[src/wfp_pkg.sv]
// Package for the wall-follow PID block: field widths, register indexes and reset values.
package wfp_pkg;

  localparam int GAIN_FRAC_BITS = 12;
  localparam int ACC_BITS       = 32;

  localparam int RANGE_W  = 14;
  localparam int ERR_W    = 15;
  localparam int DIFF_W   = ERR_W + 1;
  localparam int GAIN_W   = 16;
  localparam int SPEED_W  = 10;
  localparam int ANG_W    = 16;

  localparam int IN_FIELDS_W  = 6 * RANGE_W;
  localparam int IN_TDATA_W   = ((IN_FIELDS_W + 7) / 8) * 8;
  localparam int OUT_FIELDS_W = ANG_W + SPEED_W + ERR_W;
  localparam int OUT_TDATA_W  = ((OUT_FIELDS_W + 7) / 8) * 8;

  localparam int CFG_IDX_W  = 3;
  localparam int CFG_DATA_W = 16;

  typedef enum logic [CFG_IDX_W-1:0] {
    REG_WALL_DISTANCE = 3'd0,
    REG_GAIN_P        = 3'd1,
    REG_GAIN_D        = 3'd2,
    REG_GAIN_I        = 3'd3,
    REG_CRUISE_SPEED  = 3'd4
  } cfg_reg_t;

  localparam logic [RANGE_W-1:0] WALL_DISTANCE_RST = 14'd500;
  localparam logic [GAIN_W-1:0]  GAIN_P_RST        = 16'd819;
  localparam logic [GAIN_W-1:0]  GAIN_D_RST        = 16'd12288;
  localparam logic [GAIN_W-1:0]  GAIN_I_RST        = 16'd20;
  localparam logic [SPEED_W-1:0] CRUISE_SPEED_RST  = 10'd5;

endpackage

[src/wall_follow_pid_top.sv]
// Wall-follow PID steering: side minimum, error, saturating integral, PID sum, saturation.
// The word passes through the input, error, multiply, sum/round and output registers.
// Throughput: one word per cycle unless the output stalls; the integral and previous
//   error update in the error stage, so back-to-back words need no bubble. Ready
//   ripples back through all stages.
// Reset (rst, synchronous) empties the pipeline, clears the PID state, loads defaults.
module wall_follow_pid_top (
  input  logic                               clk,
  input  logic                               rst,
  input  logic                               cfg_wen,
  input  logic [wfp_pkg::CFG_IDX_W-1:0]      cfg_index,
  input  logic [wfp_pkg::CFG_DATA_W-1:0]     cfg_data,
  input  logic                               s_axis_tvalid,
  output logic                               s_axis_tready,
  // left_range_a, left_range_b, left_range_c, right_range_a, right_range_b,
  // right_range_c, then zero fill
  input  logic [wfp_pkg::IN_TDATA_W-1:0]     s_axis_tdata,
  // follow_left
  input  logic                               s_axis_tuser,
  output logic                               m_axis_tvalid,
  input  logic                               m_axis_tready,
  // ang_vel, lin_vel, wall_error, then zero fill
  output logic [wfp_pkg::OUT_TDATA_W-1:0]    m_axis_tdata,
  // clipped
  output logic                               m_axis_tuser
);
  import wfp_pkg::*;

  localparam int TP_W  = GAIN_W + 1 + ERR_W;
  localparam int TD_W  = GAIN_W + 1 + DIFF_W;
  localparam int TI_W  = GAIN_W + 1 + ACC_BITS;
  localparam int SUM_W = TI_W + 2;
  localparam int Q_W   = SUM_W - GAIN_FRAC_BITS;
  localparam logic [SUM_W-1:0] ROUND_HALF =
    {{(SUM_W-1){1'b0}}, 1'b1} << (GAIN_FRAC_BITS - 1);

  // configuration
  logic [RANGE_W-1:0] wall_distance;
  logic [GAIN_W-1:0]  gain_p, gain_d, gain_i;
  logic [SPEED_W-1:0] cruise_speed;

  always_ff @(posedge clk) begin
    if (rst) begin
      wall_distance <= WALL_DISTANCE_RST;
      gain_p        <= GAIN_P_RST;
      gain_d        <= GAIN_D_RST;
      gain_i        <= GAIN_I_RST;
      cruise_speed  <= CRUISE_SPEED_RST;
    end else if (cfg_wen) begin
      unique case (cfg_index)
        REG_WALL_DISTANCE: wall_distance <= cfg_data[RANGE_W-1:0];
        REG_GAIN_P:        gain_p        <= cfg_data[GAIN_W-1:0];
        REG_GAIN_D:        gain_d        <= cfg_data[GAIN_W-1:0];
        REG_GAIN_I:        gain_i        <= cfg_data[GAIN_W-1:0];
        REG_CRUISE_SPEED:  cruise_speed  <= cfg_data[SPEED_W-1:0];
        default: ;
      endcase
    end
  end

  // stage valids and ready chain
  logic v0, v1, v2, v3, v4;
  logic rdy1, rdy2, rdy3, rdy4;

  assign rdy4          = !v4 || m_axis_tready;
  assign rdy3          = !v3 || rdy4;
  assign rdy2          = !v2 || rdy3;
  assign rdy1          = !v1 || rdy2;
  assign s_axis_tready = !v0 || rdy1;

  always_ff @(posedge clk) begin
    if (rst) begin
      v0 <= 1'b0;
      v1 <= 1'b0;
      v2 <= 1'b0;
      v3 <= 1'b0;
      v4 <= 1'b0;
    end else begin
      if (s_axis_tready) v0 <= s_axis_tvalid;
      if (rdy1)          v1 <= v0;
      if (rdy2)          v2 <= v1;
      if (rdy3)          v3 <= v2;
      if (rdy4)          v4 <= v3;
    end
  end

  // input register
  logic [IN_FIELDS_W-1:0] in_ranges;
  logic                   in_left;

  always_ff @(posedge clk) begin
    if (s_axis_tready) begin
      in_ranges <= s_axis_tdata[IN_FIELDS_W-1:0];
      in_left   <= s_axis_tuser;
    end
  end

  // error stage: side minimum, error, derivative, saturating integral
  logic [RANGE_W-1:0]        ra, rb, rc, rab, side_min;
  logic signed [ERR_W-1:0]   e_calc;
  logic signed [DIFF_W-1:0]  de_calc;
  logic signed [ACC_BITS:0]  sum_wide;
  logic signed [ACC_BITS-1:0] sum_calc;
  logic                      sum_ovf;

  logic signed [ERR_W-1:0]    last_error;
  logic signed [ACC_BITS-1:0] error_sum;
  logic                       have_last;

  always_comb begin
    if (in_left) begin
      ra = in_ranges[RANGE_W-1:0];
      rb = in_ranges[2*RANGE_W-1:RANGE_W];
      rc = in_ranges[3*RANGE_W-1:2*RANGE_W];
    end else begin
      ra = in_ranges[4*RANGE_W-1:3*RANGE_W];
      rb = in_ranges[5*RANGE_W-1:4*RANGE_W];
      rc = in_ranges[6*RANGE_W-1:5*RANGE_W];
    end
    rab      = (rb < ra) ? rb : ra;
    side_min = (rc < rab) ? rc : rab;
    e_calc   = $signed({1'b0, side_min}) - $signed({1'b0, wall_distance});
    de_calc  = have_last ? ({e_calc[ERR_W-1], e_calc} - {last_error[ERR_W-1], last_error})
                         : '0;
    sum_wide = {error_sum[ACC_BITS-1], error_sum}
             + {{(ACC_BITS+1-ERR_W){e_calc[ERR_W-1]}}, e_calc};
    sum_ovf  = sum_wide[ACC_BITS] != sum_wide[ACC_BITS-1];
    if (sum_ovf)
      sum_calc = sum_wide[ACC_BITS] ? {1'b1, {(ACC_BITS-1){1'b0}}}
                                    : {1'b0, {(ACC_BITS-1){1'b1}}};
    else
      sum_calc = sum_wide[ACC_BITS-1:0];
  end

  logic signed [ERR_W-1:0]    s1_e;
  logic signed [DIFF_W-1:0]   s1_de;
  logic signed [ACC_BITS-1:0] s1_sum;
  logic                       s1_clip;

  logic adv1;
  assign adv1 = v0 && rdy1;

  always_ff @(posedge clk) begin
    if (rst) begin
      last_error <= '0;
      error_sum  <= '0;
      have_last  <= 1'b0;
    end else if (adv1) begin
      last_error <= e_calc;
      error_sum  <= sum_calc;
      have_last  <= 1'b1;
    end
  end

  always_ff @(posedge clk) begin
    if (rdy1) begin
      s1_e    <= e_calc;
      s1_de   <= de_calc;
      s1_sum  <= sum_calc;
      s1_clip <= sum_ovf;
    end
  end

  // multiply stage
  logic signed [TP_W-1:0]  s2_tp;
  logic signed [TD_W-1:0]  s2_td;
  logic signed [TI_W-1:0]  s2_ti;
  logic signed [ERR_W-1:0] s2_e;
  logic                    s2_clip;

  always_ff @(posedge clk) begin
    if (rdy2) begin
      s2_tp   <= $signed({1'b0, gain_p}) * s1_e;
      s2_td   <= $signed({1'b0, gain_d}) * s1_de;
      s2_ti   <= $signed({1'b0, gain_i}) * s1_sum;
      s2_e    <= s1_e;
      s2_clip <= s1_clip;
    end
  end

  // negated sum plus half an LSB
  logic [SUM_W-1:0]        acc_calc;
  logic [SUM_W-1:0]        s3_acc;
  logic signed [ERR_W-1:0] s3_e;
  logic                    s3_clip;

  assign acc_calc = ROUND_HALF
                  - {{(SUM_W-TP_W){s2_tp[TP_W-1]}}, s2_tp}
                  - {{(SUM_W-TD_W){s2_td[TD_W-1]}}, s2_td}
                  - {{(SUM_W-TI_W){s2_ti[TI_W-1]}}, s2_ti};

  always_ff @(posedge clk) begin
    if (rdy3) begin
      s3_acc  <= acc_calc;
      s3_e    <= s2_e;
      s3_clip <= s2_clip;
    end
  end

  // floor shift and saturation into the output register
  logic [Q_W-1:0]         q;
  logic [Q_W-ANG_W:0]     q_hi;
  logic                   ang_ovf;
  logic [ANG_W-1:0]       ang_calc;

  always_comb begin
    q       = s3_acc[SUM_W-1:GAIN_FRAC_BITS];
    q_hi    = q[Q_W-1:ANG_W-1];
    ang_ovf = !((&q_hi) || !(|q_hi));
    if (ang_ovf)
      ang_calc = q[Q_W-1] ? {1'b1, {(ANG_W-1){1'b0}}} : {1'b0, {(ANG_W-1){1'b1}}};
    else
      ang_calc = q[ANG_W-1:0];
  end

  logic [ANG_W-1:0] out_ang;
  logic [ERR_W-1:0] out_err;
  logic             out_clip;

  always_ff @(posedge clk) begin
    if (rdy4) begin
      out_ang  <= ang_calc;
      out_err  <= s3_e;
      out_clip <= s3_clip || ang_ovf;
    end
  end

  assign m_axis_tvalid = v4;
  assign m_axis_tdata  = {{(OUT_TDATA_W-OUT_FIELDS_W){1'b0}}, out_err, cruise_speed, out_ang};
  assign m_axis_tuser  = out_clip;

`ifndef SYNTHESIS
  // error is a difference of two 14-bit values and never reaches the most negative code
  a_err_range: assert property (@(posedge clk) disable iff (rst)
    m_axis_tvalid |-> (out_err != {1'b1, {(ERR_W-1){1'b0}}}))
    else $error("wall_error outside the reachable range");

  // the integral moves only when a word enters the error stage
  a_sum_hold: assert property (@(posedge clk) disable iff (rst)
    (!rst && !adv1) |=> $stable(error_sum))
    else $error("error_sum changed without a word");

  // once a sample has been taken the derivative stays enabled until reset
  a_have_last: assert property (@(posedge clk) disable iff (rst)
    (!rst && have_last) |=> have_last)
    else $error("first-sample flag dropped");
`endif

endmodule
[config.mk]
export PLATFORM = sky130hd
export DESIGN_NAME = wall_follow_pid_top
export DESIGN_NICKNAME = d
export VERILOG_FILES = /design/src/wfp_pkg.sv /design/src/wall_follow_pid_top.sv
export SDC_FILE = /design/constraint.sdc
export NUM_CORES = 2
export LEC_CHECK = 0
export ABC_AREA = 0
export BUFFER_PORTS_ARGS = -buffer_cell sky130_fd_sc_hd__buf_2
export CAP_MARGIN = 20
export CORE_MARGIN = 2
export CORE_UTILIZATION = 55
export DETAILED_ROUTE_END_ITERATION = 10
export PLACE_DENSITY = 0.72
export SLEW_MARGIN = 30
export SYNTH_ARGS = -nofsm -noshare
export SYNTH_HDL_FRONTEND = slang
export SYNTH_SLANG_ARGS = --single-unit
[constraint.sdc]
create_clock -name clk -period 31.4 [get_ports clk]
set_input_delay 0 -clock clk [delete_from_list [all_inputs] [get_ports clk]]
set_output_delay 0 -clock clk [all_outputs]
set_load 0.02 [all_outputs]
==> metrics.txt <==
Distinct cells, synth=88; Top delay family on crit path=compound AO/OA/AOI/OAI gates; Syn. warnings=0; Post-Route Skew=45.3 ps; CP max stage delay=850 ps; worst-path maximum fanout=45; cts repair resizes=0; Area growth, synth to finish=8.75%; GRT Residual Overflow=0; CTS H-tree lvls=2; Clock transition at path regs=70 ps; EDFF count, synth=365; Worst Setup Start Kind=register; Hold Path Class=input port to register; #FFs+latches synth=490; RSZ-0062 raised after global routing=no; Die Wd=329 um; Core ar.=105000 um2; I/O Pins=164; Clock Sinks=490; CTS Buf Count=55; 1st-iter DRT viols=3581; IO Port Bufs=152; main combinational cell family by area after synthesis=adder cells; Post-Syn Area per Cell=9.78 um2; CTS tree=done; Critical Path Slowest Stage Cell=o32ai_2; status=finished clean; average wire per standard cell=19.4 um; cell count after synthesis=5941; total track usage=27.4%; async set-reset flop share out of synthesis=0%; worst-margin pin slew=1020 ps; post-synth top area share=31.5%; DRT Wirelength=146 mm; Synth Area in Compound Gates=7.37%; mux cell area share after synthesis=0.827%; prevailing post-synth register cell=edfxtp_1; WP data arrival=11880 ps; pin count of the biggest net entering global routing=87; Pre-antenna DRT Iters=8; nets=7658; row cnt=119; fin. max-slew vios=0; crit-path most repeated cell=o21ai_0; remaining antenna violation count=0; initial antenna violation count=4; Die Y=329 um; Synth area leaders=fa_1 32%, edfxtp_1 19%, ha_1 12%, inv_1 7.5%, nand2_1 5.9%; commonest cells in the netlist=1159 x inv_1, 915 x fa_1, 915 x nand2_1; max_cap viols=0; sequential fraction of the synthesis area=23.2%; fmax=87.0 MHz; vias in the first global route=42800; die area=108000 um2; worst-skew pair later-pin latency=650 ps; Post-Synth Adder-Cell Area=43.1%; Remaining DRCs=0; Vias/cell=5.54; layout cells sized above 1=5.95%; Setup TNS Final=0 ps; buffer and inverter count on the worst path=2; WP data required=31790 ps; top-count cell post-synth=inv_1; endpoints failing setup=0; hpwl dp=110 mm; area of the mapped netlist=58100 um2; initial core utilization=55.3%; Clock Tree Buf Depth=3; routability cong.=0.904; Slew Limit Headroom=32.0%; Crit Path Category=register to register; Critical Path End Type=register; Post-Synth Simple-Gate Area=13.8%; worst reg2reg setup slack=19910 ps; via count=41700; first-pass GRT wire length=232 mm; fin crit share=36.6%; Final Hold Fails=0; shortest period the worst path allows=11490 ps; Yosys top cell by area=fa_1; Synth Area in XOR/XNOR=2.83%; CTS Root Cell=clkbuf_16
## path summary, 6_finish.rpt
| path | start | endpoint | cells past startpoint |
|---|---|---|---|
| max | in_left$_DFFE_PP_ | s1_sum[8]$_DFFE_PP_ | 40 |
| min | s_axis_tdata[11] | in_ranges[11]$_DFFE_PP_ | 2 |
| max reg2reg | in_left$_DFFE_PP_ | s1_sum[8]$_DFFE_PP_ | 40 |
| min reg2reg | s3_e[12]$_DFFE_PP_ | out_err[12]$_DFFE_PP_ | 0 |
## sequential cells by signal, indices dropped and copies added (netlist names), 32 cells and up
name	count
s2_ti	49
s3_acc	38
s2_td	33
error_sum	32
in_ranges	84
s1_sum	32
s2_tp	32
## per-layer routing
metal | up-vias | wire length (um) | global-route usage, %
met5 | - | 13 | 0
met4 | 2 | 5520 | 9.37
met3 | 314 | 12900 | 4.38
met2 | 1700 | 66800 | 43.1
met1 | 20800 | 60900 | 38.9
li1 | 18900 | - | -
## cell type report
| type | count | area (um2) |
|---|---|---|
| antenna | 3 | 7.51 |
| tap | 1391 | 1740 |
| sequential | 490 | 13500 |
| multi-input combinational | 4086 | 39500 |
| clock inverter | 38 | 470 |
| fill | 8667 | 41900 |
| inverter | 1159 | 4350 |
| clock buffer | 64 | 1450 |
| timing repair buffer | 302 | 2190 |
## layout by cell type (no fill, tap or decap), drive strengths merged, types with 7 or more instances in the layout
cell type    synthesis  layout
a211o                7       7
a211oi              27      27
a21boi              10      10
a21o                91      91
a21oi              228     228
a31o                 9       9
a31oi               21      21
and2               383     383
and3                16      16
buf                 21     193
bufinv               0       7
clkbuf             191      64
clkinv               0      23
conb                 1       7
dfxtp              125     125
dlygate4sd3          0     109
edfxtp             365     365
fa                 915     915
ha                 536     536
inv               1159    1161
mux2                29      29
mux2i               15      15
nand2              915     915
nand2b              48      48
nand3               60      60
nand4               24      24
nor2               186     186
nor2b               27      27
nor3                25      25
nor4                 9       9
o211ai              16      16
o21a                28      28
o21ai              145     145
o21bai              27      27
o31ai                9       9
or3                 10      10
xnor2              137     137
xor2                51      51
## metrics by stage
stage / hold slack [ps] / utilization [%] / setup slack [ps] / instance area (um2) / cells
after floorplan: 98.9 / - / 21440 / 58100 / 5947
after global placement: 176 / 57.2 / 20590 / 60100 / 7314
after detailed placement: 178 / 57.2 / 20480 / 60100 / 7315
after CTS: 28.4 / 60.1 / 20370 / 63100 / 7526
after global routing: 48.6 / 60.1 / 19210 / 63200 / 7531
final: 51.7 / 60.1 / 19910 / 63200 / 7533
## cell families after synthesis
| logic type | count (synthesis) |
|---|---|
| AND/OR/NAND/NOR | 1729 |
| adder cells (fa/ha/maj) | 1451 |
| buffers and inverters | 1371 |
| AO/OA/AOI/OAI | 667 |
| flip-flops | 490 |
| XOR/XNOR | 188 |
| multiplexers | 44 |
| other | 1 |
## worst register-to-register path, delay by kind of cell, from the launching register on
kind | cells | cell delay, ps
xor+xnor | 1 | 710
flops | 1 | 370
fa+ha+maj | 5 | 1800
compound gates | 23 | 5910
simple gates | 7 | 860
buf+inv | 2 | 900
mux | 2 | 690
## what timing repair did
item                      4_1_cts  5_1_grt
hold buffers                  109        0
hold endpoints to repair      167        0
setup buffers                   0        0
Power is left out: the tool's default activity adds up to more than one toggle a clock period on the data nets, which glitch-free logic cannot reach.
